--- config.mk ---
export PLATFORM = sky130hd
export DESIGN_NAME = modbus_rtu_frame_engine_core_flat
export DESIGN_NICKNAME = d
export VERILOG_FILES = /design/src/sv/mrfe_pkg.sv /design/src/sv/mrfe_cmd_if.sv /design/src/sv/mrfe_evt_if.sv /design/src/sv/mrfe_cfg_if.sv /design/src/sv/mrfe_engine.sv /design/src/sv/mrfe_res_buf.sv /design/src/sv/modbus_rtu_frame_engine_core.sv /design/src/flat_wrapper.sv
export SDC_FILE = /design/constraint.sdc
export NUM_CORES = 1
export LEC_CHECK = 0
export BUFFER_PORTS_ARGS = -buffer_cell sky130_fd_sc_hd__buf_2
export CAP_MARGIN = 20
export CORE_MARGIN = 10
export CORE_UTILIZATION = 40
export DETAILED_ROUTE_END_ITERATION = 10
export PLACE_DENSITY = 0.53
export SETUP_SLACK_MARGIN = 0.3
export SKIP_CTS_REPAIR_TIMING = 1
export SYNTH_ARGS = -nofsm -noshare
export SYNTH_HDL_FRONTEND = slang
export SYNTH_SLANG_ARGS = --single-unit
--- constraint.sdc ---
create_clock -name clk -period 5.9 [get_ports clk]
set_input_delay 1.475 -clock clk [delete_from_list [all_inputs] [get_ports clk]]
set_output_delay 1.475 -clock clk [all_outputs]
set_load 0.05 [all_outputs]
--- src/sv/mrfe_pkg.sv ---
`timescale 1ns / 1ps

package mrfe_pkg;

	// Sizing of the framer.
	localparam int MAX_FRAME  = 256;
	localparam int TIMER_BITS = 16;

	localparam int RXC_W = $clog2(MAX_FRAME + 1);
	localparam int TXC_W = $clog2(MAX_FRAME - 1);
	localparam int CMP_W = (TIMER_BITS > 16) ? TIMER_BITS : 16;
	localparam int CFG_IDX_W = 1;
	localparam int MAX_RESULTS = 3;

	localparam logic [15:0] CRC_INIT = 16'hFFFF;
	localparam logic [15:0] CRC_POLY = 16'hA001;
	localparam logic [15:0] T15_RESET = 16'd1432;
	localparam logic [15:0] T35_RESET = 16'd2578;

	// Configuration register indexes.
	localparam logic [CFG_IDX_W-1:0] CFG_T15 = 1'b0;
	localparam logic [CFG_IDX_W-1:0] CFG_T35 = 1'b1;

	typedef enum logic [1:0] {
		OP_TICK    = 2'd0,
		OP_RX_BYTE = 2'd1,
		OP_RX_ERR  = 2'd2,
		OP_TX_BYTE = 2'd3
	} op_t;

	typedef enum logic [2:0] {
		MODE_INIT      = 3'd0,
		MODE_IDLE      = 3'd1,
		MODE_RECEPTION = 3'd2,
		MODE_CTRL_WAIT = 3'd3,
		MODE_EMISSION  = 3'd4
	} mode_t;

	typedef enum logic [2:0] {
		KIND_RX_BYTE  = 3'd0,
		KIND_STATUS   = 3'd1,
		KIND_TX_BYTE  = 3'd2,
		KIND_READY    = 3'd3,
		KIND_REJECTED = 3'd4
	} kind_t;

	typedef enum logic [1:0] {
		STAT_OK        = 2'd0,
		STAT_TOO_SHORT = 2'd1,
		STAT_CRC_BAD   = 2'd2
	} status_t;

	typedef struct packed {
		op_t        op;
		logic [7:0] byte_value;
		logic       end_of_message;
	} cmd_t;

	typedef struct packed {
		kind_t      kind;
		logic [7:0] data_byte;
		logic [7:0] position;
		status_t    frame_status;
		logic [7:0] payload_length;
		logic       run_end;
	} res_t;

	// The words that one item produces, first word in slot 0.
	typedef struct packed {
		logic [1:0]                  count;
		res_t [MAX_RESULTS-1:0]      word;
	} batch_t;

	// One byte of CRC-16/Modbus, LSB first.
	function automatic logic [15:0] crc16_byte(input logic [15:0] crc, input logic [7:0] b);
		logic [15:0] c;
		c = crc ^ {8'h00, b};
		for (int i = 0; i < 8; i++) begin
			c = c[0] ? ((c >> 1) ^ CRC_POLY) : (c >> 1);
		end
		return c;
	endfunction

	function automatic res_t mk_res(input kind_t kind, input logic [7:0] data,
		input logic [7:0] pos, input status_t status, input logic [7:0] len,
		input logic last);
		res_t r;
		r.kind           = kind;
		r.data_byte      = data;
		r.position       = pos;
		r.frame_status   = status;
		r.payload_length = len;
		r.run_end        = last;
		return r;
	endfunction

endpackage

--- src/sv/mrfe_cmd_if.sv ---
`timescale 1ns / 1ps

interface mrfe_cmd_if;
	logic       valid;
	logic       ready;
	logic [1:0] op;
	logic [7:0] byte_value;
	logic       end_of_message;

	modport source (output valid, op, byte_value, end_of_message, input ready);
	modport sink (input valid, op, byte_value, end_of_message, output ready);
endinterface

--- src/sv/mrfe_evt_if.sv ---
`timescale 1ns / 1ps

interface mrfe_evt_if;
	logic       valid;
	logic       ready;
	logic [2:0] kind;
	logic [7:0] data_byte;
	logic [7:0] position;
	logic [1:0] frame_status;
	logic [7:0] payload_length;
	logic       run_end;

	modport source (output valid, kind, data_byte, position, frame_status,
		payload_length, run_end, input ready);
	modport sink (input valid, kind, data_byte, position, frame_status,
		payload_length, run_end, output ready);
endinterface

--- src/sv/mrfe_cfg_if.sv ---
`timescale 1ns / 1ps

interface mrfe_cfg_if import mrfe_pkg::*; ();
	logic                 valid;
	logic                 ready;
	logic [CFG_IDX_W-1:0] index;
	logic [15:0]          data;

	modport source (output valid, index, data, input ready);
	modport sink (input valid, index, data, output ready);
endinterface

--- src/sv/mrfe_engine.sv ---
`timescale 1ns / 1ps

module mrfe_engine import mrfe_pkg::*; (
	input  logic         clk,
	input  logic         arst_n,
	mrfe_cmd_if.sink     cmd,
	mrfe_cfg_if.sink     cfg,
	input  logic         buf_free,
	output logic         fire,
	output batch_t       batch
);

	// Input register.
	logic vld_s1;
	cmd_t cmd_s1;

	// Framer state.
	mode_t                 mode_q, mode_n;
	logic [TIMER_BITS-1:0] timer_q, timer_n;
	logic [RXC_W-1:0]      rx_count_q, rx_count_n;
	logic [7:0]            hold0_q, hold0_n, hold1_q, hold1_n;
	logic [15:0]           rx_crc_q, rx_crc_n;
	logic [15:0]           tx_crc_q, tx_crc_n;
	logic [TXC_W-1:0]      tx_count_q, tx_count_n;
	logic [15:0]           t15_q, t35_q;

	// Helper values.
	logic [TIMER_BITS-1:0] t_inc;
	logic                  hit15, hit35;
	logic [RXC_W-1:0]      rx_next;
	logic [15:0]           rx_crc_upd;
	logic [15:0]           tx_base_crc, tx_crc_upd;
	logic [TXC_W-1:0]      tx_base_cnt;
	logic [TXC_W:0]        tx_next;
	logic                  tx_last;
	status_t               rx_status;
	logic [7:0]            rx_len;
	logic                  rx_short;

	// The item in the input register is worked on once the result buffer has room.
	assign fire      = vld_s1 & buf_free;
	assign cmd.ready = ~vld_s1 | fire;
	assign cfg.ready = 1'b1;

	always_ff @(posedge clk or negedge arst_n) begin
		if (!arst_n) begin
			vld_s1 <= 1'b0;
		end else if (cmd.ready) begin
			vld_s1 <= cmd.valid;
		end
	end

	always_ff @(posedge clk) begin
		if (cmd.valid && cmd.ready) begin
			cmd_s1.op             <= op_t'(cmd.op);
			cmd_s1.byte_value     <= cmd.byte_value;
			cmd_s1.end_of_message <= cmd.end_of_message;
		end
	end

	// Configuration registers.
	always_ff @(posedge clk or negedge arst_n) begin
		if (!arst_n) begin
			t15_q <= T15_RESET;
			t35_q <= T35_RESET;
		end else if (cfg.valid) begin
			unique case (cfg.index)
				CFG_T15: t15_q <= cfg.data;
				CFG_T35: t35_q <= cfg.data;
				default: ;
			endcase
		end
	end

	// Saturating gap timer and its thresholds.
	assign t_inc = (&timer_q) ? timer_q : timer_q + 1'b1;
	assign hit15 = CMP_W'(t_inc) >= CMP_W'(t15_q);
	assign hit35 = CMP_W'(t_inc) >= CMP_W'(t35_q);

	// Receive side: the oldest held byte enters the CRC when it is forwarded.
	assign rx_next    = rx_count_q + 1'b1;
	assign rx_crc_upd = crc16_byte(rx_crc_q, hold0_q);
	assign rx_short   = rx_count_q < RXC_W'(4);
	assign rx_len     = rx_short ? 8'd0 : 8'(rx_count_q - RXC_W'(4));
	assign rx_status  = rx_short ? STAT_TOO_SHORT :
		(({hold1_q, hold0_q} == rx_crc_q) ? STAT_OK : STAT_CRC_BAD);

	// Send side: a message starting from idle begins with a fresh CRC.
	assign tx_base_crc = (mode_q == MODE_IDLE) ? CRC_INIT : tx_crc_q;
	assign tx_base_cnt = (mode_q == MODE_IDLE) ? '0 : tx_count_q;
	assign tx_crc_upd  = crc16_byte(tx_base_crc, cmd_s1.byte_value);
	assign tx_next     = {1'b0, tx_base_cnt} + 1'b1;
	assign tx_last     = cmd_s1.end_of_message | (tx_next >= (TXC_W + 1)'(MAX_FRAME - 2));

	// Next state and result words for the item in the input register.
	always_comb begin
		mode_n     = mode_q;
		timer_n    = timer_q;
		rx_count_n = rx_count_q;
		hold0_n    = hold0_q;
		hold1_n    = hold1_q;
		rx_crc_n   = rx_crc_q;
		tx_crc_n   = tx_crc_q;
		tx_count_n = tx_count_q;
		batch      = '0;
		unique case (cmd_s1.op)
			OP_TICK: begin
				if (mode_q == MODE_INIT) begin
					timer_n = t_inc;
					if (hit35) begin
						mode_n     = MODE_IDLE;
						timer_n    = '0;
						rx_count_n = '0;
						hold0_n    = 8'd0;
						hold1_n    = 8'd0;
						rx_crc_n   = CRC_INIT;
						batch.count   = 2'd1;
						batch.word[0] = mk_res(KIND_READY, 8'd0, 8'd0, STAT_OK, 8'd0, 1'b1);
					end
				end else if (mode_q == MODE_RECEPTION || mode_q == MODE_CTRL_WAIT) begin
					timer_n = t_inc;
					if (mode_q == MODE_RECEPTION && hit15) begin
						mode_n = MODE_CTRL_WAIT;
					end
					// Frame check once the line has been quiet for T3.5.
					if ((mode_q == MODE_CTRL_WAIT || hit15) && hit35) begin
						mode_n     = MODE_IDLE;
						timer_n    = '0;
						rx_count_n = '0;
						hold0_n    = 8'd0;
						hold1_n    = 8'd0;
						rx_crc_n   = CRC_INIT;
						batch.count   = 2'd1;
						batch.word[0] = mk_res(KIND_STATUS, 8'd0, 8'd0, rx_status, rx_len,
							1'b1);
					end
				end
			end
			OP_RX_BYTE: begin
				if (mode_q == MODE_INIT) begin
					timer_n = '0;
				end else if (mode_q == MODE_IDLE || mode_q == MODE_RECEPTION) begin
					mode_n     = (rx_next >= RXC_W'(MAX_FRAME)) ? MODE_CTRL_WAIT :
						MODE_RECEPTION;
					timer_n    = '0;
					rx_count_n = rx_next;
					if (rx_count_q >= RXC_W'(2)) begin
						// Forward the byte received two bytes ago.
						rx_crc_n = rx_crc_upd;
						hold0_n  = hold1_q;
						hold1_n  = cmd_s1.byte_value;
						batch.count   = 2'd1;
						batch.word[0] = mk_res(KIND_RX_BYTE, hold0_q,
							8'(rx_count_q - RXC_W'(2)), STAT_OK, 8'd0, 1'b1);
					end else if (rx_count_q[0]) begin
						hold1_n = cmd_s1.byte_value;
					end else begin
						hold0_n = cmd_s1.byte_value;
					end
				end
			end
			OP_RX_ERR: begin
				if (mode_q == MODE_IDLE || mode_q == MODE_RECEPTION) begin
					mode_n     = MODE_IDLE;
					timer_n    = '0;
					rx_count_n = '0;
					hold0_n    = 8'd0;
					hold1_n    = 8'd0;
					rx_crc_n   = CRC_INIT;
				end
			end
			OP_TX_BYTE: begin
				if (mode_q == MODE_IDLE || mode_q == MODE_EMISSION) begin
					batch.word[0] = mk_res(KIND_TX_BYTE, cmd_s1.byte_value, 8'd0, STAT_OK,
						8'd0, ~tx_last);
					if (tx_last) begin
						// Append the CRC, low byte first.
						batch.count   = 2'd3;
						batch.word[1] = mk_res(KIND_TX_BYTE, tx_crc_upd[7:0], 8'd0, STAT_OK,
							8'd0, 1'b0);
						batch.word[2] = mk_res(KIND_TX_BYTE, tx_crc_upd[15:8], 8'd0,
							STAT_OK, 8'd0, 1'b1);
						mode_n     = MODE_IDLE;
						timer_n    = '0;
						rx_count_n = '0;
						hold0_n    = 8'd0;
						hold1_n    = 8'd0;
						rx_crc_n   = CRC_INIT;
						tx_count_n = '0;
						tx_crc_n   = CRC_INIT;
					end else begin
						batch.count = 2'd1;
						mode_n      = MODE_EMISSION;
						tx_count_n  = tx_next[TXC_W-1:0];
						tx_crc_n    = tx_crc_upd;
					end
				end else begin
					batch.count   = 2'd1;
					batch.word[0] = mk_res(KIND_REJECTED, 8'd0, 8'd0, STAT_OK, 8'd0, 1'b1);
				end
			end
			default: ;
		endcase
	end

	always_ff @(posedge clk or negedge arst_n) begin
		if (!arst_n) begin
			mode_q     <= MODE_INIT;
			timer_q    <= '0;
			rx_count_q <= '0;
			hold0_q    <= 8'd0;
			hold1_q    <= 8'd0;
			rx_crc_q   <= CRC_INIT;
			tx_crc_q   <= CRC_INIT;
			tx_count_q <= '0;
		end else if (fire) begin
			mode_q     <= mode_n;
			timer_q    <= timer_n;
			rx_count_q <= rx_count_n;
			hold0_q    <= hold0_n;
			hold1_q    <= hold1_n;
			rx_crc_q   <= rx_crc_n;
			tx_crc_q   <= tx_crc_n;
			tx_count_q <= tx_count_n;
		end
	end

`ifndef SYNTHESIS
	a_idle_clean: assert property (@(posedge clk) disable iff (!arst_n)
		(mode_q == MODE_IDLE) |-> (rx_count_q == '0 && rx_crc_q == CRC_INIT))
		else $error("idle with a partial frame");
	a_tx_quiet: assert property (@(posedge clk) disable iff (!arst_n)
		(mode_q != MODE_EMISSION) |-> (tx_count_q == '0))
		else $error("send count left over outside emission");
	a_tx_bound: assert property (@(posedge clk) disable iff (!arst_n)
		(mode_q == MODE_EMISSION) |-> (tx_count_q != '0 &&
		{1'b0, tx_count_q} < (TXC_W + 1)'(MAX_FRAME - 2)))
		else $error("send count out of range");
`endif

endmodule

--- src/sv/mrfe_res_buf.sv ---
`timescale 1ns / 1ps

module mrfe_res_buf import mrfe_pkg::*; (
	input  logic       clk,
	input  logic       arst_n,
	input  logic       push,
	input  batch_t     batch,
	output logic       free,
	mrfe_evt_if.source evt
);

	res_t [MAX_RESULTS-1:0] slot_q;
	logic [1:0]             cnt_q;
	logic                   pop;

	// The head word is always slot 0; a pop shifts the rest down.
	assign pop  = evt.valid & evt.ready;
	assign free = (cnt_q == 2'd0) | ((cnt_q == 2'd1) & pop);

	assign evt.valid          = cnt_q != 2'd0;
	assign evt.kind           = slot_q[0].kind;
	assign evt.data_byte      = slot_q[0].data_byte;
	assign evt.position       = slot_q[0].position;
	assign evt.frame_status   = slot_q[0].frame_status;
	assign evt.payload_length = slot_q[0].payload_length;
	assign evt.run_end        = slot_q[0].run_end;

	always_ff @(posedge clk or negedge arst_n) begin
		if (!arst_n) begin
			cnt_q <= 2'd0;
		end else if (push) begin
			cnt_q <= batch.count;
		end else if (pop) begin
			cnt_q <= cnt_q - 2'd1;
		end
	end

	always_ff @(posedge clk) begin
		if (push) begin
			slot_q <= batch.word;
		end else if (pop) begin
			slot_q[0] <= slot_q[1];
			slot_q[1] <= slot_q[2];
		end
	end

`ifndef SYNTHESIS
	a_push_room: assert property (@(posedge clk) disable iff (!arst_n)
		push |-> free)
		else $error("result words overwritten");
	a_last_word: assert property (@(posedge clk) disable iff (!arst_n)
		(cnt_q == 2'd1) |-> slot_q[0].run_end)
		else $error("last buffered word does not close its run");
`endif

endmodule

--- src/sv/modbus_rtu_frame_engine_core.sv ---
`timescale 1ns / 1ps

// Modbus RTU line framer.
// Channels: cmd takes one word per tick, line byte, line error or byte to
// send (valid/ready). evt gives result words (valid/ready): forwarded frame
// bytes, frame status, line bytes to send, ready after init, send rejects.
// The words of one cmd word end with run_end set. cfg writes the T1.5 and
// T3.5 tick counts (index 0 and 1) and is always ready; it must be written
// only while no cmd word is in flight, which the block does not enforce.
// A result word of a cmd word passes the input register and then the
// result buffer before it is offered on evt.
// Throughput: one cmd word per cycle while evt takes each word as offered
// and each cmd word produces at most one result word; the last byte of a
// message produces three words, and the next cmd word waits in the input
// register until the last of them leaves, which frees the result buffer.
// Reset: the framer starts in init and reports ready after T3.5 quiet ticks;
// the thresholds return to 1432 and 2578 ticks.
// When evt stalls, up to three words wait in the buffer, one cmd word waits
// in the input register, and cmd.ready drops until room appears.

module modbus_rtu_frame_engine_core import mrfe_pkg::*; (
	input  logic       clk,
	input  logic       arst_n,
	mrfe_cmd_if.sink   cmd,
	mrfe_evt_if.source evt,
	mrfe_cfg_if.sink   cfg
);

	logic   buf_free;
	logic   fire;
	batch_t batch;

	// Input register, framer state and step logic.
	mrfe_engine u_engine (
		.clk      (clk),
		.arst_n   (arst_n),
		.cmd      (cmd),
		.cfg      (cfg),
		.buf_free (buf_free),
		.fire     (fire),
		.batch    (batch)
	);

	// Result words toward the receiver.
	mrfe_res_buf u_res_buf (
		.clk    (clk),
		.arst_n (arst_n),
		.push   (fire),
		.batch  (batch),
		.free   (buf_free),
		.evt    (evt)
	);

endmodule

--- src/flat_wrapper.sv ---
// flat-port wrapper written by rule: the top's interface ports become plain ports
module modbus_rtu_frame_engine_core_flat import mrfe_pkg::*;
  (clk, arst_n, cmd_valid, cmd_op, cmd_byte_value, cmd_end_of_message, cmd_ready, evt_valid, evt_kind, evt_data_byte, evt_position, evt_frame_status, evt_payload_length, evt_run_end, evt_ready, cfg_valid, cfg_index, cfg_data, cfg_ready);
  mrfe_cmd_if cmd_i ();
  mrfe_evt_if evt_i ();
  mrfe_cfg_if cfg_i ();
  input  logic clk;
  input  logic arst_n;
  input wire logic [$bits(cmd_i.valid)-1:0] cmd_valid;
  input wire logic [$bits(cmd_i.op)-1:0] cmd_op;
  input wire logic [$bits(cmd_i.byte_value)-1:0] cmd_byte_value;
  input wire logic [$bits(cmd_i.end_of_message)-1:0] cmd_end_of_message;
  output wire logic [$bits(cmd_i.ready)-1:0] cmd_ready;
  output wire logic [$bits(evt_i.valid)-1:0] evt_valid;
  output wire logic [$bits(evt_i.kind)-1:0] evt_kind;
  output wire logic [$bits(evt_i.data_byte)-1:0] evt_data_byte;
  output wire logic [$bits(evt_i.position)-1:0] evt_position;
  output wire logic [$bits(evt_i.frame_status)-1:0] evt_frame_status;
  output wire logic [$bits(evt_i.payload_length)-1:0] evt_payload_length;
  output wire logic [$bits(evt_i.run_end)-1:0] evt_run_end;
  input wire logic [$bits(evt_i.ready)-1:0] evt_ready;
  input wire logic [$bits(cfg_i.valid)-1:0] cfg_valid;
  input wire logic [$bits(cfg_i.index)-1:0] cfg_index;
  input wire logic [$bits(cfg_i.data)-1:0] cfg_data;
  output wire logic [$bits(cfg_i.ready)-1:0] cfg_ready;
  assign cmd_i.valid = cmd_valid;
  assign cmd_i.op = cmd_op;
  assign cmd_i.byte_value = cmd_byte_value;
  assign cmd_i.end_of_message = cmd_end_of_message;
  assign cmd_ready = cmd_i.ready;
  assign evt_valid = evt_i.valid;
  assign evt_kind = evt_i.kind;
  assign evt_data_byte = evt_i.data_byte;
  assign evt_position = evt_i.position;
  assign evt_frame_status = evt_i.frame_status;
  assign evt_payload_length = evt_i.payload_length;
  assign evt_run_end = evt_i.run_end;
  assign evt_i.ready = evt_ready;
  assign cfg_i.valid = cfg_valid;
  assign cfg_i.index = cfg_index;
  assign cfg_i.data = cfg_data;
  assign cfg_ready = cfg_i.ready;
  modbus_rtu_frame_engine_core u_core (.clk(clk), .arst_n(arst_n), .cmd(cmd_i), .evt(evt_i), .cfg(cfg_i));
endmodule
==> qor.txt <==
Synth area leaders = dfrtp_1 (19%), edfxtp_1 (18%), dfstp_2 (11%)
Final worst-path cycle share = 84.8%
Worst path slowest cell = a211oi_1
Commonest cells in the netlist = nand2_1 (130), nor2_1 (88), dfrtp_1 (78)
Status = complete, no violations
Critical-path cell list = ha_1, and3_1, and3_1, nand2b_1, nand4_1, or3_1, nand2_1, ha_1, nand4_1, nor3_1, or3_1, a211oi_1, a22o_1, a21o_1, buf_4, a21o_1, mux2_1
VDD IR max = 0.283 mV
Initial antenna violation count = 0
WP buf/inv = 1
Area leader, netlist = dfrtp_1
Rel. slew slack = 35.1%
Fin. Hold Viols = 0
WL final = 22.7 mm
Layout cells sized above 1 = 18.0%
FF+latch count, synth = 179
Seq/Total Area, Yosys = 48.2%
IO buf count = 64
Post-synth EDFFs = 60
Count leader, synth = nand2_1
Vias per std cell = 5.16
CTS Sinks = 179
Largest net degree at the start of global routing = 55
Mapped Cells = 1009
Total CTS buffers = 17
Reg2reg setup slack = 900 ps
Synth async-reset ratio = 66.5%
Drt pass-1 iters = 5
YS warnings = 0
DRT iter0 DRCs = 509
Htree depth = 4
Setup TNS = 0 ps
WL per Instance = 16.6 µm
Clock latency on the worst-skew pair = 440 ps
Setup violations, final = 0
Worst EP arrival = 5320 ps
Setup Skew = 16.0 ps
PwrDens = 531 nW/µm²
CTS max path bufs = 2
Min-Delay Endpoint = u_core.u_engine.tx_crc_q[7]
Root Driver = clkbuf_16
Worst-case reg-to-reg path depth = 17
Setup WS pre-CTS = 944 ps
RSZ-0062 raised after global routing = false
Kind of cell adding the most delay to the critical path = simple AND/OR/NAND/NOR gates
Distinct cells, synth = 75
Syn-to-layout area delta = 9.53%
Die Y = 178 µm
Post-Syn Area = 10000 µm²
Crit Path Category = reg -> reg
Row cnt = 57
CP required = 6210 ps
Min-delay src = u_core.u_engine.tx_crc_q[7]
Hold Crit Class = reg -> reg
GR Overflow Total = 0
R2R Path Start = u_core.u_engine.timer_q[0]
Max-cap violations = 0
Fmax = 0.200 GHz
Residual DRC count = 0
Dpl hpwl = 16.4 mm
Worst-path fanout max = 22
Post-route ant nets = 0
ANT cells = 0
CP max stage delay = 530 ps
RR Endpoint = u_core.u_engine.hold0_q[7]
Initial Util = 41.0%
DR vias = 7043
Post-synth top area share = 19.5%
Die area = 31800 µm²
Worst Tran Pin Value = 973 ps
Top Ports = 66
Hold Path Cell Cnt = 2
Leakage = 4.70 nW
Synth Flop Type = dfrtp_1
CTS tree = built
Nets = 1109
Gr usage total = 14.8%
Post-synth net total = 1090
Max Slew Vio Count = 0
PnR worst setup slack = 896 ps
CTS clk-pin slew, worst paths = 80 ps
Syn Area/Cell = 9.93 µm²
Worst setup SP type = flip-flop
Tmin final = 5000 ps
CP Capture Type = flip-flop
Vias in the first global route = 6961
Core Area = 24500 µm²
Global-route wire length before repair = 37.8 mm
Gp weighted congestion = 0.835
Die Wd = 178 µm
## sequential cells by signal (all words and copies together) (netlist names)
register and flops:
u_core.u_res_buf.slot_q 19, u_core.u_engine.rx_crc_q 16, u_core.u_engine.t15_q 16, u_core.u_engine.t35_q 16
u_core.u_engine.timer_q 16, u_core.u_engine.tx_crc_q 16, u_core.u_engine.cmd_s1 11, u_core.u_engine.rx_count_q 9
u_core.u_engine.hold0_q 8, u_core.u_engine.hold1_q 8, u_core.u_engine.tx_count_q 8, u_core.u_res_buf.evt.data_byte 8
u_core.u_res_buf.evt.payload_length 8, u_core.u_res_buf.evt.position 8, u_core.u_engine.mode_q 3, u_core.u_res_buf.evt.kind 3
u_core.u_res_buf.cnt_q 2, u_core.u_res_buf.evt.frame_status 2, u_core.u_engine.vld_s1 1, u_core.u_res_buf.evt.run_end 1
## stage by stage
step | std cells | util [%] | hold WS, ps | power (W) | instance area, µm²
global placement | 1333 | 42.6 | 469 | 0.00477 | 10400
finish | 1365 | 44.9 | 488 | 0.00583 | 11000
CTS | 1365 | 44.9 | 484 | 0.00591 | 11000
floorplan | 1009 | - | 450 | 0.00426 | 10000
global route | 1365 | 44.9 | 506 | 0.00625 | 11000
detailed placement | 1333 | 42.6 | 471 | 0.00479 | 10400
## cell usage in the layout (no fill, tap or decap), types with 13 or more instances in the layout
master,instances
o21ai_0,70
dfstp_2,41
nand3_1,17
mux2_1,13
buf_2,63
o21ai_1,18
edfxtp_1,60
xnor2_1,58
ha_1,48
clkbuf_16,17
nor2_1,88
inv_1,44
nand2_1,130
o31ai_1,17
nor3_1,15
xor2_1,23
buf_4,16
mux2_2,19
a21oi_1,36
dfrtp_1,78
## final cells by class
cell class	instances	area, µm²
tap	324	405
sequential	179	4830
clock buffer	19	443
inverter	46	173
timing repair buffer	79	435
fill	2333	13500
clock inverter	13	116
multi-input combinational	705	4570
## report_power, final
group	switching [W]	internal (W)	leakage (nW)	total, W
registers	0.000304	0.00183	2.04	0.00214
logic	0.00168	0.000917	2.39	0.00259
clock network	0.000529	0.000567	0.269	0.00110
total	0.00251	0.00332	4.70	0.00583
## worst max-delay path by stage
stage,endpoint,cells after the start,slack (ps),start
floorplan,u_core.u_engine.hold0_q[0],19,1700,u_core.u_engine.timer_q[0]
global placement,u_core.u_engine.hold0_q[7],17,1080,u_core.u_engine.timer_q[0]
detailed placement,u_core.u_engine.hold0_q[7],17,940,u_core.u_engine.timer_q[0]
CTS,u_core.u_engine.hold0_q[7],17,920,u_core.u_engine.timer_q[0]
global route,u_core.u_engine.hold0_q[1],17,480,u_core.u_engine.timer_q[0]
finish,u_core.u_engine.hold0_q[7],17,900,u_core.u_engine.timer_q[0]
## metal layers
layer	track usage (%)	part of all wire, %	up-vias
li1	-	-	3532
met3	2.88	5.1	24
met4	4.17	1.3	0
met1	21.2	49	3353
met5	0	0	-
met2	22.3	44	134
## tightest hold or removal path, stage by stage, from the launching register on
cell	delay, ps
dfstp_2	390
nand2_1	50
nand2_1	50
## cell families after synthesis
group                      Yosys count  synth area share (%)
AOI/OAI and AO/OA                  222                  14.0
xor gates and xnor gates            82                  7.24
adders and majority gates           49                  6.09
buffers and inverters              125                  6.20
DFF                                179                  48.2
muxes                               33                  3.70
other                                1                0.0374
and+or+nand+nor                    318                  14.5
Power figures use the tool's default switching activity.
